File: config.mk
export PLATFORM = sky130hd
export DESIGN_NAME = motor_speed_command_framer_unit_flat
export DESIGN_NICKNAME = d
export VERILOG_FILES = /design/src/mscf_pkg.sv /design/src/mscf_if.sv /design/src/mscf_div.sv /design/src/mscf_dpath.sv /design/src/mscf_ctrl.sv /design/src/motor_speed_command_framer_unit.sv /design/src/flat_wrapper.sv
export SDC_FILE = /design/constraint.sdc
export NUM_CORES = 1
export LEC_CHECK = 0
export BUFFER_PORTS_ARGS = -buffer_cell sky130_fd_sc_hd__buf_4
export CAP_MARGIN = 30
export CORE_MARGIN = 4
export CORE_UTILIZATION = 58
export DETAILED_ROUTE_END_ITERATION = 12
export PLACE_DENSITY = 0.76
export SLEW_MARGIN = 20
export SYNTH_ARGS = -nofsm -noshare
export SYNTH_HDL_FRONTEND = slang
export SYNTH_SLANG_ARGS = --single-unit
File: constraint.sdc
create_clock -name clk -period 11.19 [get_ports clk]
set_clock_uncertainty 0.2 [all_clocks]
set_input_delay 1.119 -clock clk [delete_from_list [all_inputs] [get_ports clk]]
set_output_delay 1.119 -clock clk [all_outputs]
set_load 0.1 [all_outputs]
File: src/mscf_pkg.sv
// Package for the motor speed command framer.
// Holds shared constants, codes, state and command types and the slot map; no dependencies.
package mscf_pkg;

  localparam int MOTORS      = 4;
  localparam int IN_CHANNELS = 4;
  localparam int CHECK_CH    = (MOTORS < IN_CHANNELS) ? MOTORS : IN_CHANNELS;
  localparam int SLOT_W      = (MOTORS > 1) ? $clog2(MOTORS) : 1;

  // Byte positions inside one command sequence.
  localparam int FR_CSUM_I = 2 * MOTORS + 3;
  localparam int IDX_W     = $clog2(FR_CSUM_I + 1);
  typedef logic [IDX_W-1:0] idx_t;
  localparam idx_t FR_START = idx_t'(0);
  localparam idx_t FR_SPEED = idx_t'(1);
  localparam idx_t FR_RPM   = idx_t'(2);
  localparam idx_t FR_SEC   = idx_t'(2 * MOTORS + 2);
  localparam idx_t FR_CSUM  = idx_t'(FR_CSUM_I);

  localparam logic [7:0]  CMD_START    = 8'h40;
  localparam logic [7:0]  CMD_SPEED    = 8'h02;
  localparam logic [7:0]  CMD_STOP     = 8'h60;
  localparam logic [7:0]  CMD_CLEAR    = 8'h80;
  localparam logic [7:0]  SECURITY     = 8'h00;
  localparam logic [15:0] BASE_RPM     = 16'd1000;
  localparam logic [16:0] START_MARGIN = 17'd50;
  localparam logic [7:0]  STATUS_MASK  = 8'h0F;

  localparam logic [3:0] ST_STOPPED_A = 4'd1;
  localparam logic [3:0] ST_STOPPED_B = 4'd5;
  localparam logic [3:0] ST_RUNNING_A = 4'd2;
  localparam logic [3:0] ST_RUNNING_B = 4'd4;

  localparam int DIV_STEPS = 16;
  localparam int DIV_CNT_W = $clog2(DIV_STEPS + 1);

  typedef enum logic [2:0] {
    REG_MIN_PERIOD    = 3'd0,
    REG_MAX_PERIOD    = 3'd1,
    REG_TOP_RPM       = 3'd2,
    REG_ACTIVE_MOTORS = 3'd3,
    REG_ORDER_MODE    = 3'd4
  } cfg_reg_t;

  typedef enum logic [2:0] {
    S_IDLE,
    S_CHECK,
    S_MUL,
    S_DIV,
    S_WRITE,
    S_SETUP,
    S_EMIT
  } ctl_state_t;

  typedef struct packed {
    logic accept;
    logic mul_go;
    logic div_go;
    logic slot_wr;
    logic emit_init;
    logic emit_load;
  } ctl_cmd_t;

  typedef struct packed {
    logic ch_done;
    logic ch_fail;
    logic degen;
    logic div_done;
    logic out_free;
    logic emit_last;
    logic running;
  } dp_st_t;

  // Channel to motor slot assignment for the two order modes.
  function automatic logic [2:0] slot_map(input logic ord, input logic [1:0] ch);
    logic [2:0] s;
    s = 3'd0;
    unique case ({ord, ch})
      3'b000: s = 3'd0;
      3'b001: s = 3'd2;
      3'b010: s = 3'd1;
      3'b011: s = 3'd3;
      3'b100: s = 3'd1;
      3'b101: s = 3'd3;
      3'b110: s = 3'd0;
      3'b111: s = 3'd2;
      default: s = 3'd0;
    endcase
    return s;
  endfunction

endpackage

File: src/mscf_if.sv
// Channel interfaces for the motor speed command framer.
// Depends on nothing; carries valid, ready and the payload of each word.
interface mscf_in_if;
  logic        valid;
  logic        ready;
  logic        opcode;
  logic [15:0] period_a;
  logic [15:0] period_b;
  logic [15:0] period_c;
  logic [15:0] period_d;
  logic [7:0]  status_byte;

  modport source (output valid, output opcode, output period_a, output period_b,
                  output period_c, output period_d, output status_byte, input ready);
  modport sink (input valid, input opcode, input period_a, input period_b,
                input period_c, input period_d, input status_byte, output ready);
endinterface

interface mscf_out_if;
  logic       valid;
  logic       ready;
  logic [7:0] out_byte;
  logic       end_of_transfer;
  logic       last;

  modport source (output valid, output out_byte, output end_of_transfer, output last,
                  input ready);
  modport sink (input valid, input out_byte, input end_of_transfer, input last,
                output ready);
endinterface

File: src/mscf_div.sv
// Restoring divider for the rpm scaling: one quotient bit per cycle.
// Depends on mscf_pkg; the quotient must fit in 16 bits (num[31:16] < den).
module mscf_div (
  input  logic        clk,
  input  logic        rst_n,
  input  logic        start,
  input  logic [31:0] num,
  input  logic [15:0] den,
  output logic        done,
  output logic [15:0] quot,
  output logic        rem_nz
);

  logic [15:0] rem_r;
  logic [15:0] sh_r;
  logic [15:0] quot_r;
  logic        busy_r;
  logic        done_r;
  logic [mscf_pkg::DIV_CNT_W-1:0] cnt_r;

  logic [16:0] trial;
  logic        fits;

  assign trial = {rem_r, sh_r[15]};
  assign fits  = trial >= {1'b0, den};

  always_ff @(posedge clk) begin
    if (!rst_n) begin
      busy_r <= 1'b0;
      done_r <= 1'b0;
      cnt_r  <= '0;
    end else if (start) begin
      busy_r <= 1'b1;
      done_r <= 1'b0;
      cnt_r  <= mscf_pkg::DIV_CNT_W'(mscf_pkg::DIV_STEPS);
    end else if (busy_r) begin
      cnt_r <= cnt_r - 1'b1;
      if (cnt_r == mscf_pkg::DIV_CNT_W'(1)) begin
        busy_r <= 1'b0;
        done_r <= 1'b1;
      end
    end
  end

  always_ff @(posedge clk) begin
    if (start) begin
      rem_r  <= num[31:16];
      sh_r   <= num[15:0];
      quot_r <= '0;
    end else if (busy_r) begin
      rem_r  <= fits ? 16'(trial - {1'b0, den}) : trial[15:0];
      sh_r   <= {sh_r[14:0], 1'b0};
      quot_r <= {quot_r[14:0], fits};
    end
  end

  assign done   = done_r;
  assign quot   = quot_r;
  assign rem_nz = rem_r != 16'd0;

endmodule

File: src/mscf_dpath.sv
// Datapath of the framer: registers, scaling, slot store and byte sequencer.
// Depends on mscf_pkg and mscf_div; driven by commands from mscf_ctrl.
module mscf_dpath (
  input  logic               clk,
  input  logic               rst_n,
  input  mscf_pkg::ctl_cmd_t cmd,
  output mscf_pkg::dp_st_t   st,
  input  logic               in_opcode,
  input  logic [15:0]        in_period_a,
  input  logic [15:0]        in_period_b,
  input  logic [15:0]        in_period_c,
  input  logic [15:0]        in_period_d,
  input  logic [7:0]         in_status_byte,
  input  logic               cfg_wr_en,
  input  logic [2:0]         cfg_index,
  input  logic [15:0]        cfg_wdata,
  output logic               out_valid,
  input  logic               out_ready,
  output logic [7:0]         out_byte,
  output logic               out_eot,
  output logic               out_last
);

  logic [15:0] min_r, max_r, top_r;
  logic [2:0]  act_r;
  logic        ord_r;

  logic [15:0] per_r [mscf_pkg::IN_CHANNELS];
  logic [2:0]  ch_r;
  logic        running_r;
  logic [15:0] slot_r [mscf_pkg::MOTORS];
  logic [31:0] prod_r;

  mscf_pkg::idx_t idx_r;
  logic           stop_mode_r;
  logic [7:0]     csum_r;

  logic       ov_r, oeot_r, olast_r;
  logic [7:0] ob_r;

  // Configuration registers.
  always_ff @(posedge clk) begin
    if (!rst_n) begin
      min_r <= 16'd1100;
      max_r <= 16'd1900;
      top_r <= 16'd11000;
      act_r <= 3'd4;
      ord_r <= 1'b0;
    end else if (cfg_wr_en) begin
      case (mscf_pkg::cfg_reg_t'(cfg_index))
        mscf_pkg::REG_MIN_PERIOD:    min_r <= cfg_wdata;
        mscf_pkg::REG_MAX_PERIOD:    max_r <= cfg_wdata;
        mscf_pkg::REG_TOP_RPM:       top_r <= cfg_wdata;
        mscf_pkg::REG_ACTIVE_MOTORS: act_r <= cfg_wdata[2:0];
        mscf_pkg::REG_ORDER_MODE:    ord_r <= cfg_wdata[0];
        default: ;
      endcase
    end
  end

  // Channel checking and scaling.
  logic [2:0]  n_act;
  logic [15:0] cur_per, clamped, offset, scale, den, quot, rpm_new;
  logic        scale_up, div_done, rem_nz;
  logic [2:0]  slot_sel;

  assign n_act    = (act_r > 3'(mscf_pkg::CHECK_CH)) ? 3'(mscf_pkg::CHECK_CH) : act_r;
  assign cur_per  = per_r[ch_r[1:0]];
  assign clamped  = (cur_per < min_r) ? min_r : ((cur_per > max_r) ? max_r : cur_per);
  assign offset   = clamped - min_r;
  assign scale_up = top_r >= mscf_pkg::BASE_RPM;
  assign scale    = scale_up ? (top_r - mscf_pkg::BASE_RPM) : (mscf_pkg::BASE_RPM - top_r);
  assign den      = max_r - min_r;
  assign slot_sel = mscf_pkg::slot_map(ord_r, ch_r[1:0]);

  mscf_div u_div (
    .clk   (clk),
    .rst_n (rst_n),
    .start (cmd.div_go),
    .num   (prod_r),
    .den   (den),
    .done  (div_done),
    .quot  (quot),
    .rem_nz(rem_nz)
  );

  // A downward scale rounds the magnitude up, which keeps the floor rule.
  always_comb begin
    if (max_r <= min_r) begin
      rpm_new = mscf_pkg::BASE_RPM;
    end else if (scale_up) begin
      rpm_new = mscf_pkg::BASE_RPM + quot;
    end else begin
      rpm_new = mscf_pkg::BASE_RPM - (quot + 16'(rem_nz));
    end
  end

  always_ff @(posedge clk) begin
    if (cmd.mul_go) begin
      prod_r <= 32'(offset) * 32'(scale);
    end
  end

  always_ff @(posedge clk) begin
    if (cmd.accept && !in_opcode) begin
      per_r[0] <= in_period_a;
      per_r[1] <= in_period_b;
      per_r[2] <= in_period_c;
      per_r[3] <= in_period_d;
    end
  end

  always_ff @(posedge clk) begin
    if (!rst_n) begin
      ch_r <= '0;
    end else if (cmd.accept) begin
      ch_r <= '0;
    end else if (cmd.slot_wr) begin
      ch_r <= ch_r + 1'b1;
    end
  end

  always_ff @(posedge clk) begin
    if (!rst_n) begin
      for (int i = 0; i < mscf_pkg::MOTORS; i++) begin
        slot_r[i] <= '0;
      end
    end else if (cmd.slot_wr && (4'(slot_sel) < 4'(mscf_pkg::MOTORS))) begin
      slot_r[slot_sel[mscf_pkg::SLOT_W-1:0]] <= rpm_new;
    end
  end

  // Running flag: set by a start, moved only by a status sync otherwise.
  logic [3:0] nib;
  assign nib = 4'(in_status_byte & mscf_pkg::STATUS_MASK);

  always_ff @(posedge clk) begin
    if (!rst_n) begin
      running_r <= 1'b0;
    end else if (cmd.accept && in_opcode) begin
      case (nib) inside
        mscf_pkg::ST_STOPPED_A, mscf_pkg::ST_STOPPED_B: running_r <= 1'b0;
        mscf_pkg::ST_RUNNING_A, mscf_pkg::ST_RUNNING_B: running_r <= 1'b1;
        default: ;
      endcase
    end else if (cmd.emit_init && st.ch_done) begin
      running_r <= 1'b1;
    end
  end

  // Byte sequencer.
  mscf_pkg::idx_t          rel;
  logic [mscf_pkg::SLOT_W-1:0] rpm_slot;
  logic [15:0]             rpm_word;
  logic [7:0]              cur_byte;
  logic                    cur_eot, cur_last;

  assign rel      = idx_r - mscf_pkg::FR_RPM;
  assign rpm_slot = rel[mscf_pkg::SLOT_W:1];
  assign rpm_word = slot_r[rpm_slot];

  always_comb begin
    cur_byte = 8'd0;
    cur_eot  = 1'b0;
    cur_last = 1'b0;
    if (stop_mode_r) begin
      cur_eot = 1'b1;
      if (idx_r == mscf_pkg::FR_START) begin
        cur_byte = mscf_pkg::CMD_STOP;
      end else begin
        cur_byte = mscf_pkg::CMD_CLEAR;
        cur_last = 1'b1;
      end
    end else if (idx_r == mscf_pkg::FR_START) begin
      cur_byte = mscf_pkg::CMD_START;
      cur_eot  = 1'b1;
    end else if (idx_r == mscf_pkg::FR_SPEED) begin
      cur_byte = mscf_pkg::CMD_SPEED;
    end else if (idx_r == mscf_pkg::FR_SEC) begin
      cur_byte = mscf_pkg::SECURITY;
    end else if (idx_r == mscf_pkg::FR_CSUM) begin
      cur_byte = csum_r;
      cur_eot  = 1'b1;
      cur_last = 1'b1;
    end else begin
      cur_byte = rel[0] ? rpm_word[7:0] : rpm_word[15:8];
    end
  end

  always_ff @(posedge clk) begin
    if (!rst_n) begin
      idx_r       <= '0;
      stop_mode_r <= 1'b0;
    end else if (cmd.emit_init) begin
      stop_mode_r <= !st.ch_done;
      idx_r       <= (st.ch_done && running_r) ? mscf_pkg::FR_SPEED : mscf_pkg::FR_START;
    end else if (cmd.emit_load) begin
      idx_r <= idx_r + 1'b1;
    end
  end

  always_ff @(posedge clk) begin
    if (cmd.emit_init) begin
      csum_r <= '0;
    end else if (cmd.emit_load && !stop_mode_r && idx_r != mscf_pkg::FR_START) begin
      csum_r <= csum_r ^ cur_byte;
    end
  end

  // Output register.
  always_ff @(posedge clk) begin
    if (!rst_n) begin
      ov_r <= 1'b0;
    end else if (cmd.emit_load) begin
      ov_r <= 1'b1;
    end else if (out_ready) begin
      ov_r <= 1'b0;
    end
  end

  always_ff @(posedge clk) begin
    if (cmd.emit_load) begin
      ob_r    <= cur_byte;
      oeot_r  <= cur_eot;
      olast_r <= cur_last;
    end
  end

  assign out_valid = ov_r;
  assign out_byte  = ob_r;
  assign out_eot   = oeot_r;
  assign out_last  = olast_r;

  always_comb begin
    st.ch_done   = ch_r >= n_act;
    st.ch_fail   = {1'b0, cur_per} <= ({1'b0, min_r} + mscf_pkg::START_MARGIN);
    st.degen     = max_r <= min_r;
    st.div_done  = div_done;
    st.out_free  = !ov_r || out_ready;
    st.emit_last = cur_last;
    st.running   = running_r;
  end

endmodule

File: src/mscf_ctrl.sv
// Controller state machine of the framer.
// Depends on mscf_pkg; issues commands to mscf_dpath and reads its status.
module mscf_ctrl (
  input  logic               clk,
  input  logic               rst_n,
  input  logic               in_valid,
  input  logic               in_opcode,
  output logic               in_ready,
  input  mscf_pkg::dp_st_t   st,
  output mscf_pkg::ctl_cmd_t cmd
);

  mscf_pkg::ctl_state_t state_r, state_nxt;

  always_ff @(posedge clk) begin
    if (!rst_n) begin
      state_r <= mscf_pkg::S_IDLE;
    end else begin
      state_r <= state_nxt;
    end
  end

  always_comb begin
    state_nxt = state_r;
    unique case (state_r)
      mscf_pkg::S_IDLE: begin
        if (in_valid && !in_opcode) state_nxt = mscf_pkg::S_CHECK;
      end
      mscf_pkg::S_CHECK: begin
        if (st.ch_done || st.ch_fail) state_nxt = mscf_pkg::S_SETUP;
        else if (st.degen)            state_nxt = mscf_pkg::S_WRITE;
        else                          state_nxt = mscf_pkg::S_MUL;
      end
      mscf_pkg::S_MUL:   state_nxt = mscf_pkg::S_DIV;
      mscf_pkg::S_DIV: begin
        if (st.div_done) state_nxt = mscf_pkg::S_WRITE;
      end
      mscf_pkg::S_WRITE: state_nxt = mscf_pkg::S_CHECK;
      mscf_pkg::S_SETUP: begin
        if (st.ch_done || st.running) state_nxt = mscf_pkg::S_EMIT;
        else                          state_nxt = mscf_pkg::S_IDLE;
      end
      mscf_pkg::S_EMIT: begin
        if (st.out_free && st.emit_last) state_nxt = mscf_pkg::S_IDLE;
      end
      default: state_nxt = mscf_pkg::S_IDLE;
    endcase
  end

  always_comb begin
    in_ready = 1'b0;
    cmd      = '0;
    unique case (state_r)
      mscf_pkg::S_IDLE: begin
        in_ready   = 1'b1;
        cmd.accept = in_valid;
      end
      mscf_pkg::S_CHECK: begin
        cmd.mul_go = !st.ch_done && !st.ch_fail && !st.degen;
      end
      mscf_pkg::S_MUL:   cmd.div_go  = 1'b1;
      mscf_pkg::S_DIV:   ;
      mscf_pkg::S_WRITE: cmd.slot_wr = 1'b1;
      mscf_pkg::S_SETUP: cmd.emit_init = st.ch_done || st.running;
      mscf_pkg::S_EMIT:  cmd.emit_load = st.out_free;
      default: ;
    endcase
  end

endmodule

File: src/motor_speed_command_framer_unit.sv
// Top level of the motor speed command framer.
// Depends on mscf_pkg, mscf_if, mscf_ctrl, mscf_dpath and mscf_div.
//
// Usage: the input channel in_ch carries one word per update, either a set of
// four pulse periods (opcode 0) or an observed status byte (opcode 1). The
// result channel out_ch carries the command bytes for the motor controller,
// one byte per word, with end_of_transfer marking the end of each bus transfer
// and last marking the final byte caused by one input word. Registers are
// written through cfg_wr_en, cfg_index and cfg_wdata; the user must do so only
// while the block is idle, which the block itself does not enforce. A status
// word is taken while idle and produces no bytes. A period set is worked
// through one channel at a time: each converted channel passes through check,
// multiply, the 16-step shared restoring divider and slot write (check and
// slot write only when the scale is degenerate). Then up to twelve bytes leave
// at one per cycle while the receiver is ready; the last byte may still wait
// in the output register while the next word is accepted.
// Reset (synchronous, rst_n low) restores the default registers, clears the
// running flag and all slot speeds, and empties the output register. When the
// receiver stalls, the held byte stays on out_ch and the sequencer waits.
module motor_speed_command_framer_unit (
  input  logic               clk,
  input  logic               rst_n,
  mscf_in_if.sink            in_ch,
  mscf_out_if.source         out_ch,
  input  logic               cfg_wr_en,
  input  logic [2:0]         cfg_index,
  input  logic [15:0]        cfg_wdata
);

  mscf_pkg::ctl_cmd_t cmd;
  mscf_pkg::dp_st_t   st;
  logic               in_ready;

  assign in_ch.ready = in_ready;

  // The controller sequences the work; the datapath holds the data registers.
  mscf_ctrl u_ctrl (
    .clk      (clk),
    .rst_n    (rst_n),
    .in_valid (in_ch.valid),
    .in_opcode(in_ch.opcode),
    .in_ready (in_ready),
    .st       (st),
    .cmd      (cmd)
  );

  mscf_dpath u_dpath (
    .clk           (clk),
    .rst_n         (rst_n),
    .cmd           (cmd),
    .st            (st),
    .in_opcode     (in_ch.opcode),
    .in_period_a   (in_ch.period_a),
    .in_period_b   (in_ch.period_b),
    .in_period_c   (in_ch.period_c),
    .in_period_d   (in_ch.period_d),
    .in_status_byte(in_ch.status_byte),
    .cfg_wr_en     (cfg_wr_en),
    .cfg_index     (cfg_index),
    .cfg_wdata     (cfg_wdata),
    .out_valid     (out_ch.valid),
    .out_ready     (out_ch.ready),
    .out_byte      (out_ch.out_byte),
    .out_eot       (out_ch.end_of_transfer),
    .out_last      (out_ch.last)
  );

endmodule
File: src/flat_wrapper.sv
// flat-port wrapper written by rule: the top's interface ports become plain ports
module motor_speed_command_framer_unit_flat 
  (clk, rst_n, cfg_wr_en, cfg_index, cfg_wdata, in_ch_valid, in_ch_opcode, in_ch_period_a, in_ch_period_b, in_ch_period_c, in_ch_period_d, in_ch_status_byte, in_ch_ready, out_ch_valid, out_ch_out_byte, out_ch_end_of_transfer, out_ch_last, out_ch_ready);
  mscf_in_if in_ch_i ();
  mscf_out_if out_ch_i ();
  input  logic clk;
  input  logic rst_n;
  input  logic cfg_wr_en;
  input  logic [2:0] cfg_index;
  input  logic [15:0] cfg_wdata;
  input wire logic [$bits(in_ch_i.valid)-1:0] in_ch_valid;
  input wire logic [$bits(in_ch_i.opcode)-1:0] in_ch_opcode;
  input wire logic [$bits(in_ch_i.period_a)-1:0] in_ch_period_a;
  input wire logic [$bits(in_ch_i.period_b)-1:0] in_ch_period_b;
  input wire logic [$bits(in_ch_i.period_c)-1:0] in_ch_period_c;
  input wire logic [$bits(in_ch_i.period_d)-1:0] in_ch_period_d;
  input wire logic [$bits(in_ch_i.status_byte)-1:0] in_ch_status_byte;
  output wire logic [$bits(in_ch_i.ready)-1:0] in_ch_ready;
  output wire logic [$bits(out_ch_i.valid)-1:0] out_ch_valid;
  output wire logic [$bits(out_ch_i.out_byte)-1:0] out_ch_out_byte;
  output wire logic [$bits(out_ch_i.end_of_transfer)-1:0] out_ch_end_of_transfer;
  output wire logic [$bits(out_ch_i.last)-1:0] out_ch_last;
  input wire logic [$bits(out_ch_i.ready)-1:0] out_ch_ready;
  assign in_ch_i.valid = in_ch_valid;
  assign in_ch_i.opcode = in_ch_opcode;
  assign in_ch_i.period_a = in_ch_period_a;
  assign in_ch_i.period_b = in_ch_period_b;
  assign in_ch_i.period_c = in_ch_period_c;
  assign in_ch_i.period_d = in_ch_period_d;
  assign in_ch_i.status_byte = in_ch_status_byte;
  assign in_ch_ready = in_ch_i.ready;
  assign out_ch_valid = out_ch_i.valid;
  assign out_ch_out_byte = out_ch_i.out_byte;
  assign out_ch_end_of_transfer = out_ch_i.end_of_transfer;
  assign out_ch_last = out_ch_i.last;
  assign out_ch_i.ready = out_ch_ready;
  motor_speed_command_framer_unit u_core (.clk(clk), .rst_n(rst_n), .in_ch(in_ch_i), .out_ch(out_ch_i), .cfg_wr_en(cfg_wr_en), .cfg_index(cfg_index), .cfg_wdata(cfg_wdata));
endmodule
==> results.md, run 1 <==
- The clock-pin slew reported for the worst setup and hold paths after clock tree synthesis is 0.06 ns.
- Summed over all layers, the global routing overflow is 0.
- Headroom to the max-slew limit came out at 32.7%.
- The vertical die dimension is 219 um.
- The number of H-tree branching levels is 2.
- The min-delay analysis places its worst path in the category reg -> reg.
- The die covers 0.0478 mm2.
- The Yosys step of the flow raised 0 warnings.
- Excluding fillers, the count of instances in the completed layout stands at 3,467.
- The count of pins over their slew limit is 0.
- The final critical path takes up 97.3% of the cycle.
- The maximum number of pins on one net before global-route repair is 75.
- Static timing analysis puts the maximum clock frequency at 91.8 MHz.
- The routed via count divided by cell count is around 6.
- The layout has 3,422 filler cells.
- The repair_antennas step left the layout with diodes totalling 0.
- The final setup violation count is 0.
- After the first detailed-routing iteration, the DRC count stood at 1,590.
- The worst setup path is captured at a flip-flop.
- The library cell with the largest summed area after synthesis is sky130_fd_sc_hd__edfxtp_1.
- The number of nets at the end of the flow is 3,382.
- The master cell of the clock root buffer is sky130_fd_sc_hd__clkbuf_16.
- The worst-path maximum fanout is 9.
- The synthesized design contains 300 register bits.
- Once detail routing completed, the nets flagged for antenna violations numbered 0.
- In the post-synthesis netlist, the biggest area contributors are sky130_fd_sc_hd__edfxtp_1 24%, sky130_fd_sc_hd__fa_1 15%, sky130_fd_sc_hd__ha_1 11%.
- For the worst-skew pair, the clock arrives at the later sink with an insertion delay of around 0.56 ns.
- After detailed routing, the number of remaining DRC violations is 0.
- The flow ran to the end, and the final reports show no timing, DRC or antenna violations.
- Counting flops with an async set or reset pin after synthesis yields a share of 0%.
- For this run, the slowest stage of the critical path takes 0.60 ns.
- The ratio of cells with drive above 1 in the final layout is 14.0%.
- The net count of the mapped netlist is 3,206.
- The shortest period the worst path allows is between 10 and 15 ns.
- After detailed routing, the average wire length per cell comes to 19.8 um.
- Across the run, the number of max-cap violations was 0.
- The via count of the first global-routing pass was 20.1k.
- The first-pass GRT wire length is 107,000 um.
- TritonCTS built the clock tree.
- The I/O pin count is 109.
- The most frequently used flop master after synthesis is sky130_fd_sc_hd__edfxtp_1.
- The per-instance average area after synthesis is 9.60 um2.
- The HPWL after detailed placement is approximately 53,000 um.
- The top-area cell type share of the netlist area is between 20% and 30%.
- The synthesized area is 0.0257 mm2.
- In this run, placement finished with an instance count of 3,376.
- For this block, the via count after detailed routing is around 20k.
- The overall global routing resource usage is 28.4%.
- The floorplan core area is 0.0435 mm2.
- Across all register-to-register paths, the minimum setup slack is 0.30 ns.
- Synthesis produced a netlist whose cell count is 2,680.
- The count of clock tree sinks is 300.
- The slew at the pin with the worst max-slew slack is 1.01 ns.
- Counting flops with a built-in enable in the synthesized netlist gives a little over 200.
- The layout overhead on the synthesized area is 13.9%.
- The cell that appears most often on the critical path is sky130_fd_sc_hd__fa_1.
- The count of endpoints failing hold in the final timing report is 0.
- At the worst endpoint, the arrival time is 10.99 ns.
- The starting density of the core is between 50% and 60%.
- Buffers inserted during clock tree synthesis total 35.
- The number of antenna violations at the first check in global routing is 0.
- The buffer depth of the longest clock path is 3.
- In this run the tool buffered the top-level ports with 104 buffer cells.
- The first TritonRoute pass finished after 8 iterations.
- The total number of placement rows is 76.
- The floorplan step set the die width to around 220 um.
- The number of distinct library cells after synthesis is 88.
- The sequential-to-total area share from yosys stat is 31.2%.
- The slowest stage of the critical path belongs to the cell sky130_fd_sc_hd__mux4_2.
- STA puts the critical path data required time at 11.29 ns.
- The kind of start point of the critical path is a flip-flop.
- The final layout contains routed wiring with a total length of 68,600 um.
- The classification of the worst setup path is reg -> reg.
- The final core utilization is 67.5%.
- The weighted congestion at the end of routability-driven global placement is 0.960.
-- placed cells by master (no fill, tap or decap), drive strengths merged, types with 36 or more instances in the layout --
cell	instances
o21ai	96
clkbuf	44
nand2	368
nor2b	38
ha	232
nor2	281
inv	306
buf	232
o21a	36
xnor2	87
a21oi	109
fa	197
dfxtp	98
edfxtp	202
xor2	53
mux2i	67
nand3	40
-- layout make-up --
cell class	count	area, um2	area share (%)
clock buffers	42	922	3.15
clock inverters	21	235	0.802
repair buffers	234	1820	6.21
well taps	585	732	2.50
flip-flops and latches	300	8030	27.4
inverters	305	1140	3.91
multi-input cells	1980	16400	56.0
-- final timing paths --
path | depth (start not counted) | startpoint | endpoint
worst max-delay path | 40 | flip-flop | u_core.u_dpath.prod_r[30]$_DFFE_PP_
worst min-delay path | 2 | u_core.u_dpath.prod_r[3]$_DFFE_PP_ | u_core.u_dpath.u_div.sh_r[3]$_DFFE_PP_
worst max register to register | 40 | flip-flop | u_core.u_dpath.prod_r[30]$_DFFE_PP_
worst min register to register | 2 | u_core.u_dpath.prod_r[3]$_DFFE_PP_ | u_core.u_dpath.u_div.sh_r[3]$_DFFE_PP_
-- cell usage after synthesis (6+ instances only) --
cell,instances
sky130_fd_sc_hd__nand2_1,367
sky130_fd_sc_hd__inv_1,300
sky130_fd_sc_hd__nor2_1,281
sky130_fd_sc_hd__ha_1,232
sky130_fd_sc_hd__edfxtp_1,202
sky130_fd_sc_hd__fa_1,197
sky130_fd_sc_hd__a21oi_1,107
sky130_fd_sc_hd__dfxtp_1,98
sky130_fd_sc_hd__o21ai_0,91
sky130_fd_sc_hd__xnor2_1,81
sky130_fd_sc_hd__clkbuf_1,69
sky130_fd_sc_hd__mux2i_1,67
sky130_fd_sc_hd__xor2_1,50
sky130_fd_sc_hd__nand3_1,40
sky130_fd_sc_hd__nor2b_1,38
sky130_fd_sc_hd__o21a_1,36
sky130_fd_sc_hd__a21boi_0,33
sky130_fd_sc_hd__a21o_1,33
sky130_fd_sc_hd__nor3_1,28
sky130_fd_sc_hd__and2_1,27
sky130_fd_sc_hd__mux4_2,20
sky130_fd_sc_hd__o211ai_1,20
sky130_fd_sc_hd__nand4_1,17
sky130_fd_sc_hd__nand2b_1,16
sky130_fd_sc_hd__and3_1,15
sky130_fd_sc_hd__mux2_2,13
sky130_fd_sc_hd__a31oi_1,12
sky130_fd_sc_hd__buf_2,12
sky130_fd_sc_hd__nor4_1,12
sky130_fd_sc_hd__or2_2,9
sky130_fd_sc_hd__a211oi_1,8
sky130_fd_sc_hd__o31ai_1,8
sky130_fd_sc_hd__or3_1,8
sky130_fd_sc_hd__a221oi_1,7
sky130_fd_sc_hd__buf_1,6
sky130_fd_sc_hd__nand3b_1,6
sky130_fd_sc_hd__o21bai_1,6
sky130_fd_sc_hd__xnor2_2,6
-- state kept, by name (all words and copies together) (netlist names), 16 cells and up, named ones only --
name                        count
u_core.u_dpath.slot_r          64
u_core.u_dpath.per_r           64
u_core.u_dpath.max_r           16
u_core.u_dpath.u_div.quot      16
u_core.u_dpath.u_div.sh_r      16
u_core.u_dpath.u_div.rem_r     16
u_core.u_dpath.min_r           16
u_core.u_dpath.prod_r          32
u_core.u_dpath.top_r           16
-- kinds of logic (layout without fill, tap and decap cells) --
| logic type | count (synthesis) | after routing | synth area share [%] |
|---|---|---|---|
| buffers and inverters | 400 | 602 | 6.07 |
| AOI/OAI and AO/OA | 425 | 425 | 11.0 |
| and+or+nand+nor | 886 | 886 | 15.2 |
| DFF | 300 | 300 | 31.2 |
| xor gates and xnor gates | 140 | 140 | 5.03 |
| muxes | 100 | 100 | 4.93 |
| adders and majority gates | 429 | 429 | 26.6 |
-- metal layers --
metal / share of wire [%] / vias to the layer above / wire length [um] / track usage [%]
met1: 40 / 9877 / 27200 / 36.9
met2: 49 / 769 / 33400 / 47.7
met3: 6.8 / 183 / 4670 / 4.14
met4: 4.8 / 0 / 3300 / 11.8
li1: - / 9416 / - / -
met5: 0 / - / 0 / 0
-- stage by stage --
step                      worst slack [ns]  hold slack (ns)  area, um2  setup TNS (ns)
after floorplan                     0.0767            0.257      25700               0
after global placement               0.142            0.277      27600               0
after detailed placement            -0.134            0.291      27700          -0.201
after CTS                          0.00786            0.301      28900               0
after global routing               -0.0967            0.323      29300          -0.181
final                                0.297            0.304      29300               0
-- critical path: cells and delay by family (launching register included) --
kind                     cells  cell delay [ns]
flip-flops                   1             0.39
multiplexers                 2             0.80
buffers and inverters        8             0.79
AO/OA/AOI/OAI               10             2.24
XOR/XNOR                     2             0.37
adder cells (fa/ha/maj)      9             3.99
AND/OR/NAND/NOR              9             1.85
-- what timing repair did --
action	CTS	global route
gates cloned	0	1
hold buffers	0	0
setup endpoints to repair	3	14
setup buffers	0	26
resized for setup	10	45
pin swaps	1	29
Power of run 1 is not shown: default switching activity piles up to over one toggle a cycle in this logic, so the estimate is an artifact.
==> inputs of run 2 (changes only) <==
- CORE_UTILIZATION: 58 -> 61
- clock period: 11.19 -> 10.3 ns (I/O delays scaled with it)
==> results.md, run 2 (synthesis results as in run 1) <==
- Status: complete, but fails checks (was finished, final reports clean).
- The final reports fail on negative setup slack.
- The number of nets at the end of the flow is 3,493 (was 3,382).
- The maximum number of pins on one net before global-route repair is 75 (unchanged).
- The via count of the first global-routing pass is 21.0k (was 20.1k).
- The number of cells on the worst reg-to-reg path is 42 (was 40).
- The number of antenna diodes is 0 (unchanged).
- The overall global routing resource usage is 30.9% (was 28.4%).
- The number of buffers inserted by port buffering was 104 (unchanged).
- The number of detailed-route iterations in the first pass was 5 (was 8).
- The floorplan core area was 0.0413 mm2 (was 0.0435 mm2).
- The path type of the worst min-delay path was reg -> reg (unchanged).
- The shortest period the worst path allows is 10.55 ns (was 10.89 ns).
- The endpoint class of the critical path is a flip-flop (unchanged).
- The worst-path maximum fanout is 8 (was 9).
- The master cell of the clock root buffer is sky130_fd_sc_hd__clkbuf_16 (unchanged).
- The number of non-filler instances in the completed layout is 3,523 (was 3,467).
- The final worst-path setup slack was -0.249 ns (was 0.297 ns).
- The reg-to-reg endpoint was u_core.u_dpath.prod_r[30]$_DFFE_PP_ (unchanged).
- The total number of placement rows was 74 (was 76).
- The peak clock frequency supported by timing came to 94.8 MHz (was 91.8 MHz).
- The starting density of the core is 62.3% (was 59.2%).
- The worst hold margin came to 0.306 ns (was 0.304 ns).
- The layout overhead on the synthesized area is 19.2% (was 13.9%).
- The clock-pin slew reported for the worst setup and hold paths after clock tree synthesis is 0.06 ns (about the same).
- The weighted congestion at the end of routability-driven global placement is 1.02 (was 0.960).
- The largest stage delay on the critical path came to 0.54 ns (was 0.60 ns).
- The count of clock tree sinks came to 300 (unchanged).
- The final setup violation count came to 2 (was 0).
- The via count is 20.7k (was 20.2k).
- The final worst-path cycle share is 102% (was 97.3%).
- The most common cell after layout, fill and taps aside is sky130_fd_sc_hd__nand2_1 (unchanged).
- The classification of the worst setup path is reg -> reg (unchanged).
- The final core utilization is 74.3% (was 67.5%).
- The slack of the worst reg-to-reg path came to -0.25 ns (was 0.30 ns).
- The half-perimeter wire length after detailed placement is 53,800 um (was 53,000 um).
- The insertion delay to the later sink of the worst-skew pair came to 0.55 ns (was 0.56 ns).
- The area enclosed by the die boundary is 0.0455 mm2 (was 0.0478 mm2).
- Biggest registers after layout: u_core.u_dpath.per_r (64), u_core.u_dpath.slot_r (64), u_core.u_dpath.prod_r (32) (unchanged).
- The count of pins over their slew limit is 0 (unchanged).
- The routed via count divided by cell count is 5.88 (was 5.84).
- The setup total negative slack is -0.336 ns (was 0 ns).
- The vertical die dimension was 213 um (was 219 um).
- The end point of the critical path is u_core.u_dpath.prod_r[30]$_DFFE_PP_ (unchanged).
- The violation count after the first detailed-routing iteration came to 1,802 (was 1,590).
- The number of antenna violations at the first check in global routing is 0 (unchanged).
- The slew at the pin with the worst max-slew slack was 0.974 ns (was 1.01 ns).
- The remaining antenna violation count after routing is 0 (unchanged).
- The buffer depth of the longest clock path came to 3 (unchanged).
- Setup repair after global routing could not meet its margin everywhere.
- Highest-count cells in the layout ignoring fill and taps: 352 x sky130_fd_sc_hd__nand2_1, 318 x sky130_fd_sc_hd__buf_4, 289 x sky130_fd_sc_hd__inv_1, 275 x sky130_fd_sc_hd__nor2_1, 212 x sky130_fd_sc_hd__ha_1 (was 366 x sky130_fd_sc_hd__nand2_1, 299 x sky130_fd_sc_hd__inv_1, 278 x sky130_fd_sc_hd__nor2_1, 229 x sky130_fd_sc_hd__ha_1, 226 x sky130_fd_sc_hd__buf_4).
- The library cell contributing the largest single delay on the critical path is sky130_fd_sc_hd__mux4_2 (unchanged).
- The number of buffers inserted during clock tree synthesis was 34 (was 35).
- The first-pass GRT wire length is 111,000 um (was 107,000 um).
- The post-detailed-route DRC marker count is 0 (unchanged).
- The count of endpoints failing hold in the final timing report is 0 (unchanged).
- The number of H-tree branching levels was 2 (unchanged).
- The number of buffers inserted for hold repair after clock tree synthesis is 0 (unchanged).
- The worst endpoint required time is 10.39 ns (was 11.29 ns).
- The kind of start point of the critical path is a flip-flop (unchanged).
- The cell repeated most along the worst path is sky130_fd_sc_hd__fa_1 (unchanged).
- The data arrival time at the worst-slack endpoint was 10.64 ns (was 10.99 ns).
- The total congestion overflow came to 0 (unchanged).
- The max-capacitance violation count was 0 (unchanged).
- The I/O pin count is 109 (unchanged).
- The die span in x is 213 um (was 219 um).
- The post-placement cell count is 3,419 (was 3,376).
- The headroom to the max-slew limit is 35.1% (was 32.7%).
- The aggregate routed wire length is 70,300 um (was 68,600 um).
- The routed wire length per instance was 20.0 um (was 19.8 um).
- The ratio of cells with drive above 1 in the final layout is 19.7% (was 14.0%).
- The CTS tree is yes (unchanged).
==> run 2: metrics by stage <==
| stage | setup WS, ns | area, um2 |
|---|---|---|
| 6_report | -0.249 | 30700 |
| 5_1_grt | -0.612 | 30700 |
| 4_1_cts | -0.280 | 30200 |
| 3_5_place_dp | -0.677 | 28500 |
| 3_3_place_gp | -0.437 | 28400 |
| 2_1_floorplan | 0.0299 | 25900 |
==> run 2: routing by layer <==
metal	routed length, um	GRT usage [%]	vias to the layer above	share of wire [%]
met5	0	0	-	0
met4	1920	8.85	0	2.7
met3	5680	6.72	134	8.1
met2	34400	51.6	835	49
met1	28300	41.2	10100	40
li1	-	-	9631	-
==> run 2: how the worst min path moves through the flow <==
stage	start	to	slack [ns]	cells after the start
after floorplan	u_core.u_dpath.top_r[1]$_SDFFE_PN0P_	u_core.u_dpath.top_r[1]$_SDFFE_PN0P_	0.26	2
after global placement	u_core.u_dpath.u_div.quot[0]$_SDFFE_PP0P_	u_core.u_dpath.u_div.quot[1]$_SDFFE_PP0P_	0.27	2
after detailed placement	u_core.u_dpath.prod_r[13]$_DFFE_PP_	u_core.u_dpath.u_div.sh_r[13]$_DFFE_PP_	0.29	2
after CTS	u_core.u_dpath.prod_r[13]$_DFFE_PP_	u_core.u_dpath.u_div.sh_r[13]$_DFFE_PP_	0.31	2
after global routing	u_core.u_dpath.prod_r[5]$_DFFE_PP_	u_core.u_dpath.u_div.sh_r[5]$_DFFE_PP_	0.32	2
final	u_core.u_dpath.prod_r[13]$_DFFE_PP_	u_core.u_dpath.u_div.sh_r[13]$_DFFE_PP_	0.31	2
==> run 2: final cells by class <==
type / instances / area, um2
Clock buffer: 43 / 906
Clock inverter: 17 / 205
Fill cell: 2868 / 10600
Inverter: 305 / 1140
Multi-Input combinational cell: 1980 / 17000
Sequential cell: 300 / 8030
Tap cell: 532 / 666
Timing Repair Buffer: 346 / 2770
==> run 2: critical path, delay by kind of cell, from the launching register on <==
kind / cells / cell delay, ns
AOI/OAI and AO/OA: 12 / 2.11
xor gates and xnor gates: 1 / 0.14
adders and majority gates: 9 / 3.88
buffers and inverters: 10 / 1.15
DFF: 1 / 0.37
muxes: 2 / 0.76
and+or+nand+nor: 8 / 1.64
==> run 2: timing repair <==
item | 4_1_cts | 5_1_grt
setup endpoints to repair | 15 | 17
cloned | 1 | 0
resized for setup | 84 | 90
pin swaps | 73 | 125
setup buffers | 24 | 29
Power of run 2 is left out for the same reason.
==> inputs of run 3 (changes only) <==
- ABC_AREA: unset -> 1
- CELL_PAD_IN_SITES_DETAIL_PLACEMENT: unset -> 1
- CELL_PAD_IN_SITES_GLOBAL_PLACEMENT: unset -> 1
- CORE_UTILIZATION: 61 -> 49
- PLACE_DENSITY: 0.76 -> 0.79
==> results.md, run 3 <==
- Biggest registers after layout: u_core.u_dpath.per_r (64), u_core.u_dpath.slot_r (64), u_core.u_dpath.prod_r (32) (unchanged).
- The count of state elements after synthesis is 300 (unchanged).
- The top-area cell type share of the netlist area was 23.6% (about the same).
- The routed wire length per instance came to 21.1 um (was 20.0 um).
- The via count is 21.9k (was 20.7k).
- Highest-count cells in the layout ignoring fill and taps: 538 x sky130_fd_sc_hd__nand2_1, 499 x sky130_fd_sc_hd__inv_1, 357 x sky130_fd_sc_hd__nor2_1, 227 x sky130_fd_sc_hd__ha_1, 202 x sky130_fd_sc_hd__edfxtp_1 (was 352 x sky130_fd_sc_hd__nand2_1, 318 x sky130_fd_sc_hd__buf_4, 289 x sky130_fd_sc_hd__inv_1, 275 x sky130_fd_sc_hd__nor2_1, 212 x sky130_fd_sc_hd__ha_1).
- The net count of the mapped netlist is 3,582 (was 3,206).
- The most frequently used flop master after synthesis is sky130_fd_sc_hd__edfxtp_1 (unchanged).
- The number of antenna diodes came to 0 (unchanged).
- The slew at the pin with the worst max-slew slack is 0.920 ns (was 0.974 ns).
- The violation count after the first detailed-routing iteration is 1,217 (was 1,802).
- The total congestion overflow is 0 (unchanged).
- The yosys synthesis warning count was 0 (unchanged).
- The die span in x came to 237 um (was 213 um).
- The peak clock frequency supported by timing is 101 MHz (was 94.8 MHz).
- The first-pass GRT wire length is 130,000 um (was 111,000 um).
- List of most frequent post-synthesis cells: 541 x sky130_fd_sc_hd__nand2_1, 503 x sky130_fd_sc_hd__inv_1, 360 x sky130_fd_sc_hd__nor2_1 (was 367 x sky130_fd_sc_hd__nand2_1, 300 x sky130_fd_sc_hd__inv_1, 281 x sky130_fd_sc_hd__nor2_1).
- The count of pins over their slew limit is 0 (unchanged).
- The number of cells on the worst reg-to-reg path is 40 (was 42).
- The worst endpoint required time is 10.40 ns (was 10.39 ns).
- The placement-stage worst setup slack is 0.0597 ns (was -0.677 ns).
- The data arrival time at the worst-slack endpoint is 10.04 ns (was 10.64 ns).
- The synthesized area is 0.0257 mm2 (about the same).
- The path type of the worst min-delay path was reg -> reg (unchanged).
- Top area cells in the synthesized netlist: sky130_fd_sc_hd__edfxtp_1 24%, sky130_fd_sc_hd__fa_1 15%, sky130_fd_sc_hd__ha_1 11% (unchanged).
- The insertion delay to the later sink of the worst-skew pair is 0.56 ns (was 0.55 ns).
- The CTS tree was yes (unchanged).
- The largest stage delay on the critical path was 0.59 ns (was 0.54 ns).
- The post-synthesis cell count came to 3,056 (was 2,680).
- The final worst-path setup slack was 0.360 ns (was -0.249 ns).
- The count of clock tree sinks is 300 (unchanged).
- The master cell of the clock root buffer is sky130_fd_sc_hd__clkbuf_16 (unchanged).
- The number of buffers inserted during clock tree synthesis came to 37 (was 34).
- The number of antenna violations at the first check in global routing is 0 (unchanged).
- The most frequent cell after synthesis is sky130_fd_sc_hd__nand2_1 (unchanged).
- The area enclosed by the die boundary is 0.0561 mm2 (was 0.0455 mm2).
- The endpoint class of the critical path is a flip-flop (unchanged).
- The via count of the first global-routing pass is 24.0k (was 21.0k).
- The classification of the worst setup path is reg -> reg (unchanged).
- The final setup violation count came to 0 (was 2).
- The ratio of cells with drive above 1 in the final layout is 11.2% (was 19.7%).
- The worst hold path endpoint was u_core.u_dpath.u_div.done$_SDFFE_PP0P_ (was u_core.u_dpath.u_div.sh_r[13]$_DFFE_PP_).
- The sequential-to-total area share from yosys stat came to 31.3% (was 31.2%).
- The kind of start point of the critical path is a flip-flop (unchanged).
- The count of endpoints failing hold in the final timing report is 0 (unchanged).
- The number of H-tree branching levels is 2 (unchanged).
- The startpoint of the worst hold path is u_core.u_dpath.u_div.done$_SDFFE_PP0P_ (was u_core.u_dpath.prod_r[13]$_DFFE_PP_).
- The floorplan core area is 0.0516 mm2 (was 0.0413 mm2).
- The half-perimeter wire length after detailed placement is 63,500 um (was 53,800 um).
- The worst path buffer plus inverter count is 10 (unchanged).
- The routed via count divided by cell count is 5.61 (was 5.88).
- The reg-to-reg endpoint is u_core.u_dpath.prod_r[27]$_DFFE_PP_ (was u_core.u_dpath.prod_r[30]$_DFFE_PP_).
- The starting density of the core is 49.7% (was 62.3%).
- The number of nets at the end of the flow was 3,722 (was 3,493).
- The final worst-path cycle share came to 96.5% (was 102%).
- The number of synthesized flops with an enable pin is 202 (unchanged).
- The maximum number of pins on one net before global-route repair came to 65 (was 75).
- The library cell with the largest summed area after synthesis is sky130_fd_sc_hd__edfxtp_1 (unchanged).
- The number of buffers inserted for hold repair after clock tree synthesis is 0 (unchanged).
- The library cell contributing the largest single delay on the critical path is sky130_fd_sc_hd__fa_1 (was sky130_fd_sc_hd__mux4_2).
- The max-capacitance violation count is 0 (unchanged).
- The number of detailed-route iterations in the first pass came to 5 (unchanged).
- The headroom to the max-slew limit came to 38.4% (was 35.1%).
- The number of non-filler instances in the completed layout is 3,904 (was 3,523).
- The I/O pin count is 109 (unchanged).
- Status: finished, final reports clean (was complete, but fails checks).
- The per-instance average area after synthesis came to 8.40 um2 (was 9.60 um2).
- The post-detailed-route DRC marker count is 0 (unchanged).
- The remaining antenna violation count after routing is 0 (unchanged).
- The aggregate routed wire length came to 82,300 um (was 70,300 um).
- The number of distinct library cells after synthesis came to 69 (was 88).
- The buffer depth of the longest clock path is 3 (unchanged).
- The clock-pin slew reported for the worst setup and hold paths after clock tree synthesis came to 0.06 ns (about the same).
- The worst-path maximum fanout is 20 (was 8).
- The shortest period the worst path allows was 9.94 ns (was 10.55 ns).
- The most common cell after layout, fill and taps aside is sky130_fd_sc_hd__nand2_1 (unchanged).
- The overall global routing resource usage was 28.8% (was 30.9%).
- The share of async-settable or async-resettable flops after synthesis was 0% (unchanged).
- The vertical die dimension was 237 um (was 213 um).
- The slack of the worst reg-to-reg path is 0.36 ns (was -0.25 ns).
- The worst hold path stage count is 2 (unchanged).
- The family of cells with the greatest summed delay on the critical path is adder cells (unchanged).
- The post-placement cell count is 3,830 (was 3,419).
- The layout overhead on the synthesized area is 13.4% (was 19.2%).
- The total number of placement rows is 83 (was 74).
- The number of buffers inserted by port buffering is 104 (unchanged).
- The weighted congestion at the end of routability-driven global placement is 0.951 (was 1.02).
run 3: changes by cell type after synthesis, sizes merged, moves of 28 or more:
cell	before	now
nand2	368	551
nor2	281	378
nor2b	38	0
o21ai	96	229
xnor2	87	35
nand3	40	87
mux2i	67	1
a21oi	109	177
o21a	36	8
inv	302	514
run 3: per-layer routing:
metal / share of wire, % / GRT usage (%)
met3: 4.3 / 3.39
met1: 41 / 35.6
met2: 51 / 51.6
met4: 4.2 / 10.9
met5: 0 / 0
run 3: final cells by class:
| class | count | area, um2 |
|---|---|---|
| multi-input cells | 2159 | 15600 |
| repair buffers | 175 | 1370 |
| inverters | 521 | 1970 |
| clock buffers | 42 | 965 |
| fillers | 6150 | 22500 |
| well taps | 680 | 851 |
| clock inverters | 25 | 308 |
| repair inverters | 2 | 12.5 |
| flip-flops and latches | 300 | 8030 |
run 3: kinds of logic after synthesis:
family                   count (synthesis)  synth area share, %
multiplexers                             1               0.0390
AND/OR/NAND/NOR                       1093                 17.5
adder cells (fa/ha/maj)                429                 26.7
XOR/XNOR                               105                 3.79
buffers and inverters                  597                 8.95
AO/OA/AOI/OAI                          531                 11.8
flip-flops                             300                 31.3
run 3: stage by stage:
| stage | instance area [um2] | hold slack, ns | TNS [ns] | utilization, % |
|---|---|---|---|---|
| after floorplan | 25700 | 0.230 | 0 | - |
| after global placement | 27500 | 0.244 | 0 | 53.2 |
| after detailed placement | 27500 | 0.264 | 0 | 53.2 |
| after CTS | 28800 | 0.279 | 0 | 55.8 |
| after global routing | 29100 | 0.295 | -0.390 | 56.4 |
| final | 29100 | 0.272 | 0 | 56.4 |
run 3: worst max-delay path by stage:
stage / end / cells past startpoint / start / slack, ns
floorplan: u_core.u_dpath.prod_r[24]$_DFFE_PP_ / 45 / flip-flop / 1.43
global placement: u_core.u_dpath.prod_r[27]$_DFFE_PP_ / 40 / flip-flop / 0.34
global route: u_core.u_dpath.prod_r[28]$_DFFE_PP_ / 40 / flip-flop / -0.1
CTS: u_core.u_dpath.prod_r[26]$_DFFE_PP_ / 42 / flip-flop / 0.05
finish: u_core.u_dpath.prod_r[27]$_DFFE_PP_ / 40 / flip-flop / 0.36
detailed placement: u_core.u_dpath.prod_r[24]$_DFFE_PP_ / 44 / flip-flop / 0.06
run 3: timing repair:
action,in CTS,in global routing
cloned,0,2
gates resized for setup,4,67
setup endpoints to repair,3,20
setup buffers,0,3
pin swaps,0,6
run 3: worst reg2reg max path, delay by kind of cell (launching register included):
kind                       cells  cell delay, ns
DFF                            1            0.41
xor gates and xnor gates       1            0.14
adders and majority gates      9            4.25
and+or+nand+nor               11            1.73
AOI/OAI and AO/OA              9            1.46
buffers and inverters         10            1.47
Power of run 3 is left out for the same reason.
